$ cat config.mk
export PLATFORM = sky130hd
export DESIGN_NAME = shared_page_key_table_top
export DESIGN_NICKNAME = d
export VERILOG_FILES = /design/src/rtl/core/spkt_pkg.sv /design/src/rtl/core/spkt_ram.sv /design/src/rtl/core/shared_page_key_table_top.sv
export SDC_FILE = /design/constraint.sdc
export NUM_CORES = 2
export LEC_CHECK = 0
export BUFFER_PORTS_ARGS = -buffer_cell sky130_fd_sc_hd__buf_2
export CAP_MARGIN = 25
export CELL_PAD_IN_SITES_DETAIL_PLACEMENT = 0
export CELL_PAD_IN_SITES_GLOBAL_PLACEMENT = 1
export CORE_ASPECT_RATIO = 0.5
export CORE_UTILIZATION = 55
export DETAILED_ROUTE_END_ITERATION = 12
export PLACE_DENSITY = 0.89
export SLEW_MARGIN = 10
export SYNTH_ARGS = -nofsm -noshare
export SYNTH_HDL_FRONTEND = slang
export SYNTH_SLANG_ARGS = --single-unit
$ cat constraint.sdc
create_clock -name clk_i -period 8 [get_ports clk_i]
set_input_delay 0.8 -clock clk_i [delete_from_list [all_inputs] [get_ports clk_i]]
set_output_delay 0.8 -clock clk_i [all_outputs]
set_load 0.005 [all_outputs]
$ cat src/rtl/core/spkt_pkg.sv
// Shared page key table: package with sizes, codes and word types.
// Used by shared_page_key_table_top; depends on nothing.
package spkt_pkg;

  // Table geometry
  localparam int SLOTS      = 16;
  localparam int PAGE_BYTES = 4096;
  localparam int REF_BITS   = 16;

  localparam int SLOT_W     = (SLOTS > 1) ? $clog2(SLOTS) : 1;
  localparam int CNT_W      = $clog2(SLOTS + 1);
  localparam int PAGE_SHIFT = $clog2(PAGE_BYTES);
  localparam int SLOT_OUT_W = 4;

  localparam logic [31:0] USER_TOP_RST = 32'h8000_0000;

  typedef enum logic [0:0] {
    FUNC_GET     = 1'b0,
    FUNC_RELEASE = 1'b1
  } func_e;

  typedef enum logic [2:0] {
    STAT_OK       = 3'd0,
    STAT_FULL     = 3'd1,
    STAT_NOMEM    = 3'd2,
    STAT_NOKEY    = 3'd3,
    STAT_RESERVED = 3'd4
  } status_e;

  typedef enum logic [1:0] {
    ST_IDLE,
    ST_SCAN,
    ST_DONE
  } state_e;

  // Request word
  typedef struct packed {
    func_e              func;
    logic signed [31:0] key;
    logic [31:0]        new_frame;
    logic               frame_valid;
  } req_t;

  // Response word
  typedef struct packed {
    status_e               status;
    logic [SLOT_OUT_W-1:0] slot;
    logic [31:0]           map_addr;
    logic [31:0]           frame_addr;
    logic                  zero_frame;
    logic                  free_frame;
  } rsp_t;

  // One slot as held in the table memory
  typedef struct packed {
    logic [31:0]         key;
    logic [31:0]         frame;
    logic [REF_BITS-1:0] refs;
  } entry_t;

  localparam int ENTRY_W = $bits(entry_t);

endpackage

$ cat src/rtl/core/spkt_ram.sv
// Shared page key table: simple dual-port RAM, one write and one read port,
// read data registered. Generic; no package dependency.
module spkt_ram #(
  parameter int DEPTH = 16,
  parameter int WIDTH = 80,
  parameter int AW    = (DEPTH > 1) ? $clog2(DEPTH) : 1
) (
  input  logic             clk_i,
  input  logic             we_i,
  input  logic [AW-1:0]    waddr_i,
  input  logic [WIDTH-1:0] wdata_i,
  input  logic             re_i,
  input  logic [AW-1:0]    raddr_i,
  output logic [WIDTH-1:0] rdata_o
);

  logic [WIDTH-1:0] mem [DEPTH];
  logic [WIDTH-1:0] rdata_q;

  // Write port
  always_ff @(posedge clk_i) begin
    if (we_i) begin
      mem[waddr_i] <= wdata_i;
    end
  end

  // Read port, registered
  always_ff @(posedge clk_i) begin
    if (re_i) begin
      rdata_q <= mem[raddr_i];
    end
  end

  assign rdata_o = rdata_q;

endmodule

$ cat src/rtl/core/shared_page_key_table_top.sv
// Shared page key table, top level: sequencer, slot table memory and valid bits.
// Depends on spkt_pkg and spkt_ram.
// Sequence: a word accepted while idle is captured, the slot memory is scanned
// through its single read port, one slot a cycle, then ST_DONE updates the table
// and registers the response; busy falls as the response strobe rises. A new word
// is taken only once busy is low. The receiver cannot stall.
// Reset: all slots free at once through per-slot valid bits; user_top = 0x80000000.
module shared_page_key_table_top (
  input  logic          clk_i,
  input  logic          rst_ni,
  input  logic          start,
  output logic          busy,
  input  spkt_pkg::req_t req_i,
  input  logic          cfg_we_i,
  input  logic [31:0]   cfg_wdata_i,
  output logic          done_o,
  output spkt_pkg::rsp_t rsp_o
);
  import spkt_pkg::*;

  state_e state_q, state_d;
  req_t   item_q;
  logic [31:0] user_top_q;

  // scan control
  logic [CNT_W-1:0]  cnt_q;
  logic              issue;
  logic              rd_pend_q;
  logic [SLOT_W-1:0] rd_idx_q;
  logic              rd_vld_q;

  // scan results
  logic              hit_q, free_q;
  logic [SLOT_W-1:0] hit_idx_q, free_idx_q;
  logic [31:0]       hit_frame_q;
  logic [REF_BITS-1:0] hit_refs_q;

  // memory
  logic [ENTRY_W-1:0] rdata;
  entry_t             rd_ent, ent;
  logic               mem_we;
  logic [SLOT_W-1:0]  mem_waddr;
  entry_t             mem_wdata;
  logic [SLOTS-1:0]   vld_q;
  logic               vld_set, vld_clr;

  // response
  rsp_t rsp_q, rsp_d;
  logic done_q;
  logic [SLOT_W-1:0] sel_idx;
  logic [32:0]       pg_num;
  logic [31:0]       map_off;
  logic [SLOT_W+SLOT_OUT_W-1:0] slot_ext;

  logic accept;
  assign accept = start && (state_q == ST_IDLE);
  assign busy   = (state_q != ST_IDLE);
  assign issue  = (state_q == ST_SCAN) && (cnt_q != CNT_W'(SLOTS));

  spkt_ram #(
    .DEPTH(SLOTS),
    .WIDTH(ENTRY_W),
    .AW   (SLOT_W)
  ) u_ram (
    .clk_i  (clk_i),
    .we_i   (mem_we),
    .waddr_i(mem_waddr),
    .wdata_i(mem_wdata),
    .re_i   (issue),
    .raddr_i(cnt_q[SLOT_W-1:0]),
    .rdata_o(rdata)
  );

  // invalid slots read as free (all zero)
  assign rd_ent = entry_t'(rdata);
  assign ent    = rd_vld_q ? rd_ent : '0;

  // Configuration register
  always_ff @(posedge clk_i or negedge rst_ni) begin
    if (!rst_ni) begin
      user_top_q <= USER_TOP_RST;
    end else if (cfg_we_i) begin
      user_top_q <= cfg_wdata_i;
    end
  end

  // State register
  always_ff @(posedge clk_i or negedge rst_ni) begin
    if (!rst_ni) begin
      state_q <= ST_IDLE;
    end else begin
      state_q <= state_d;
    end
  end

  // Request capture
  always_ff @(posedge clk_i) begin
    if (accept) begin
      item_q <= req_i;
    end
  end

  // Scan counter and read tracking
  always_ff @(posedge clk_i or negedge rst_ni) begin
    if (!rst_ni) begin
      cnt_q     <= '0;
      rd_pend_q <= 1'b0;
      rd_idx_q  <= '0;
      rd_vld_q  <= 1'b0;
    end else begin
      rd_pend_q <= issue;
      if (accept) begin
        cnt_q <= '0;
      end else if (issue) begin
        cnt_q    <= cnt_q + CNT_W'(1);
        rd_idx_q <= cnt_q[SLOT_W-1:0];
        rd_vld_q <= vld_q[cnt_q[SLOT_W-1:0]];
      end
    end
  end

  // First match and first free slot
  always_ff @(posedge clk_i or negedge rst_ni) begin
    if (!rst_ni) begin
      hit_q  <= 1'b0;
      free_q <= 1'b0;
    end else if (accept) begin
      hit_q  <= 1'b0;
      free_q <= 1'b0;
    end else if (rd_pend_q) begin
      if (!hit_q && (ent.key == item_q.key)) begin
        hit_q <= 1'b1;
      end
      if (!free_q && (ent.key == '0)) begin
        free_q <= 1'b1;
      end
    end
  end

  always_ff @(posedge clk_i) begin
    if (rd_pend_q && !hit_q && (ent.key == item_q.key)) begin
      hit_idx_q   <= rd_idx_q;
      hit_frame_q <= ent.frame;
      hit_refs_q  <= ent.refs;
    end
    if (rd_pend_q && !free_q && (ent.key == '0)) begin
      free_idx_q <= rd_idx_q;
    end
  end

  // Valid bits per slot
  always_ff @(posedge clk_i or negedge rst_ni) begin
    if (!rst_ni) begin
      vld_q <= '0;
    end else if (vld_set) begin
      vld_q[mem_waddr] <= 1'b1;
    end else if (vld_clr) begin
      vld_q[mem_waddr] <= 1'b0;
    end
  end

  // Mapping address of the selected slot: the matching slot, else the claimed one
  assign sel_idx  = hit_q ? hit_idx_q : free_idx_q;
  assign pg_num   = 33'(sel_idx) + 33'd1;
  assign map_off  = 32'(pg_num << PAGE_SHIFT);
  assign slot_ext = {{SLOT_OUT_W{1'b0}}, sel_idx};

  // Next state, table update and response
  always_comb begin
    state_d   = state_q;
    mem_we    = 1'b0;
    mem_waddr = hit_idx_q;
    mem_wdata = '0;
    vld_set   = 1'b0;
    vld_clr   = 1'b0;
    rsp_d     = '0;
    rsp_d.status = STAT_OK;

    unique case (state_q)
      ST_IDLE: begin
        if (start) begin
          state_d = ST_SCAN;
        end
      end
      ST_SCAN: begin
        if (cnt_q == CNT_W'(SLOTS)) begin
          state_d = ST_DONE;
        end
      end
      ST_DONE: begin
        state_d = ST_IDLE;
        priority if (item_q.key == '0) begin
          rsp_d.status = STAT_RESERVED;
        end else if (item_q.func == FUNC_GET) begin
          priority if (hit_q) begin
            // attach: count up, saturating
            mem_we          = 1'b1;
            mem_wdata.key   = item_q.key;
            mem_wdata.frame = hit_frame_q;
            mem_wdata.refs  = (hit_refs_q == '1) ? hit_refs_q
                                                 : hit_refs_q + REF_BITS'(1);
            rsp_d.slot       = slot_ext[SLOT_OUT_W-1:0];
            rsp_d.map_addr   = user_top_q - map_off;
            rsp_d.frame_addr = hit_frame_q;
          end else if (!free_q) begin
            rsp_d.status = STAT_FULL;
          end else if (!item_q.frame_valid) begin
            rsp_d.status = STAT_NOMEM;
          end else begin
            // claim the lowest free slot
            mem_waddr       = free_idx_q;
            mem_we          = 1'b1;
            vld_set         = 1'b1;
            mem_wdata.key   = item_q.key;
            mem_wdata.frame = item_q.new_frame;
            mem_wdata.refs  = REF_BITS'(1);
            rsp_d.slot       = slot_ext[SLOT_OUT_W-1:0];
            rsp_d.map_addr   = user_top_q - map_off;
            rsp_d.frame_addr = item_q.new_frame;
            rsp_d.zero_frame = 1'b1;
          end
        end else begin
          priority if (!hit_q) begin
            rsp_d.status = STAT_NOKEY;
          end else begin
            rsp_d.slot       = slot_ext[SLOT_OUT_W-1:0];
            rsp_d.frame_addr = hit_frame_q;
            if (hit_refs_q <= REF_BITS'(1)) begin
              // last reference: slot goes free
              vld_clr          = 1'b1;
              rsp_d.free_frame = 1'b1;
            end else begin
              mem_we          = 1'b1;
              mem_wdata.key   = item_q.key;
              mem_wdata.frame = hit_frame_q;
              mem_wdata.refs  = hit_refs_q - REF_BITS'(1);
            end
          end
        end
      end
      default: begin
        state_d = ST_IDLE;
      end
    endcase
  end

  // Response strobe and word
  always_ff @(posedge clk_i or negedge rst_ni) begin
    if (!rst_ni) begin
      done_q <= 1'b0;
    end else begin
      done_q <= (state_q == ST_DONE);
    end
  end

  always_ff @(posedge clk_i) begin
    if (state_q == ST_DONE) begin
      rsp_q <= rsp_d;
    end
  end

  assign done_o = done_q;
  assign rsp_o  = rsp_q;

endmodule
==> key figures <==
Finish
  – Area Growth Syn to Fin: 11.6%
  – Ratio of cells with drive above 1 in the final layout: 28.5%
  – Final design area excluding fillers: 70100 µm²
  – Multi-input gate area: 14000 µm²
  – Nets: 3322
  – Sequential Area: 48300 µm²
  – Final cell utilization of the core: 62.1%
  – Fillcell total: 7309
  – Final std cells w/o fill: 4825
  – Most frequent cells in the layout: 1555 x edfxtp_1, 406 x mux4_2, 175 x buf_2
  – Commonest non-fill, non-tap cell in the layout: edfxtp_1

Logic synthesis
  – Sequential area share after synthesis: 76.9%
  – Top post-synthesis cells by area: edfxtp_1 74%, mux4_2 15%, dfrtp_1 2.5%
  – Synthesized net count: 3073
  – Register bit total from synthesis: 1619
  – YS warnings: 0
  – Async SR Flop Fraction: 3.95%
  – Netlist cell types: 76
  – Synth Instances: 2959
  – EDFF count, synth: 1555
  – Netlist Area Pre-Place: 62800 µm²
  – Avg Inst Size Synth: 21.2 µm²
  – Area leader, netlist: edfxtp_1
  – Synth Flop Type: edfxtp_1
  – Area share of the largest cell type after synthesis: 74.3%

Floorplan
  – Die area: 116000 µm²
  – Rows: 87
  – Initial Util: 55.6%
  – Die Width: 480 µm
  – Top Ports: 177
  – Core footprint: 113000 µm²
  – Die H: 241 µm

Worst setup path
  – R2R depth: 7
  – Worst Setup End Kind: flop
  – Crit path launch type: flop
  – Critical-path cell list: nor4_1 -> nand4_1 -> o31ai_4 -> mux2_2 -> nand2b_1 -> nor2_4 -> buf_4
  – Crit-path max cell delay: 0.87 ns
  – Worst path required time: 8.39 ns
  – Critical Path AT: 5.36 ns
  – R2r endpoint: u_ram.mem[7][62]
  – Worst Setup Path Type: flop to flop
  – CP max FO: 34
  – Worst path slowest cell: nor2_4
  – FF-to-FF Start: item_q[63]
  – R2R setup slack: 3.02 ns

Timing
  – Relative slew slack: 27.5%
  – Final setup vio count: 0
  – Slew @ Worst Pin: 1.09 ns
  – Final Hold Viols: 0
  – FMAX: 0.201 GHz
  – Max Slew Vio Count: 0
  – Max Clock Skew: 0.0374 ns
  – Total Neg Setup Slack: 0 ns
  – Final Cycle Share: 62.2%
  – Final min period: 4.98 ns
  – RSZ-0062 raised after global routing: false

CTS
  – CTS buffer count: 136
  – Hold buffers post-CTS: 0
  – Clk slew on worst S/H paths: 0.06 ns
  – H-Tree Depth: 4
  – # clock sinks: 1619
  – Worst-Skew Late Latency: 0.78 ns
  – CTS root buffer: clkbuf_16
  – CTS Buffer Depth: 3
  – Setup Buffers After CTS: 0
  – CTS tree: done
  – Gates resized, CTS repair: 0

Detailed routing
  – ANT nets after route: 0
  – Mean number of vias per cell: 6.61
  – First-pass DRT Iterations: 5
  – DR WL/cell: 31.5 µm
  – Total Wirelength: 152000 µm
  – Number of remaining DRC errors: 0
  – Vias post-DR: 31.9k
  – Initial DRC Count: 4169

Outcome
  – Status: complete, no violations

Place
  – Post-DP HPWL: 83000 µm
  – Placed Area: 65800 µm²
  – Routability Congestion: 0.864
  – Placed cell count: 4564
  – PortBufs: 176

Power and ir drop
  – Total power: 0.0187 W
  – VDD IR max: 0.000346 V
  – Leak: 20.5 nW
  – Pwr per Cell Area: 267 nW/µm²

GRT
  – GRT Util Overall: 26.6%
  – Vias in the first global route: 31.8k
  – Initial antenna violation count: 5
  – Overflow left after global routing: 0
  – First-pass GRT wire length: 220000 µm
  – Largest net degree at the start of global routing: 131

Worst hold path
  – HP Class: input pin to async pin

Run
  – Maxcap violations: 0
[cell families (layout without fill, tap and decap cells)]
family | count (synthesis) | in the layout | synth area share, %
flops | 1619 | 1619 | 76.9
compound gates | 192 | 192 | 1.92
buf+inv | 185 | 536 | 1.22
simple gates | 473 | 473 | 4.04
xor+xnor | 28 | 28 | 0.390
other cells | 0 | 2 | 0
fa+ha+maj | 12 | 12 | 0.251
mux | 450 | 450 | 15.3
[stage by stage]
step                setup slack (ns)  hold WS [ns]
finish                          3.02         0.129
global route                    2.92         0.177
CTS                             3.11         0.133
detailed placement              3.19         0.454
global placement                3.22         0.449
floorplan                       1.09         0.438
[power breakdown]
| group | switching [W] | internal [W] | leakage [nW] | total (W) |
|---|---|---|---|---|
| sequential | 0.000371 | 0.00945 | 13.4 | 0.00982 |
| clock | 0.00305 | 0.00337 | 2.02 | 0.00642 |
| combinational | 0.00141 | 0.00107 | 5.01 | 0.00248 |
[critical path, delay by kind of cell, from the launching register on]
family / cells / cell delay, ns
simple gates: 4 / 2.25
compound gates: 1 / 0.69
buf+inv: 1 / 0.67
flops: 1 / 0.45
mux: 1 / 0.44
[Yosys cell counts, types with 4 or more instances]
library cell and count:
a211oi_1 4, a21boi_0 4, a21oi_1 69, a22oi_1 11, and2_1 97, and3_1 45
buf_1 30, buf_2 16, buf_6 6, clkbuf_1 95, dfrtp_1 63, edfxtp_1 1555
ha_1 11, inv_1 35, mux2_2 36, mux2i_1 8, mux4_2 406, nand2_1 57
nand2b_1 7, nand3_1 19, nand3b_1 6, nand4_1 13, nand4b_1 4, nor2_1 142
nor2b_1 10, nor3_1 17, nor4_1 16, o21ai_0 39, o21ai_1 5, o22ai_1 10
o31ai_1 9, or2_2 4, or3_1 7, or4_1 8, xnor2_1 10, xor2_1 18
[worst max path at each step]
stage | slack [ns] | from | end
after floorplan | 1.09 | state_q[0] | u_ram.mem[11][0]
after global placement | 3.22 | item_q[56] | u_ram.mem[11][77]
after detailed placement | 3.19 | item_q[56] | u_ram.mem[11][65]
after CTS | 3.11 | item_q[56] | u_ram.mem[11][65]
after global routing | 2.92 | item_q[51] | u_ram.mem[7][62]
final | 3.02 | item_q[63] | u_ram.mem[7][62]
[flip-flops by register name, summed over array words and instances, names as in the netlist, 4 cells and up, named ones only]
register and count:
free_idx_q 4, hit_frame_q 32, rsp_o 73, hit_idx_q 4, hit_refs_q 16, rd_idx_q 4
u_ram.rdata_o 80, item_q 66, u_ram.mem 1280, user_top_q 32, cnt_q 5
[area by class of cell]
class	instances	area share [%]
antenna	2	0.00714
clock buffer	169	5.12
clock inverter	71	0.778
inverter	35	0.191
multi-input combinational	1155	19.9
sequential	1619	68.9
tap	1513	2.70
timing repair buffer	261	2.39
[routing by layer]
| metal | GRT usage, % | vias up | routed length, µm |
|---|---|---|---|
| met4 | 8.59 | 2 | 3980 |
| met2 | 43.4 | 2172 | 74800 |
| met5 | 0 | - | 13 |
| met1 | 37.1 | 16700 | 57900 |
| met3 | 4.80 | 274 | 15300 |
| li1 | - | 12700 | - |
(Power assumes the default switching activity.)
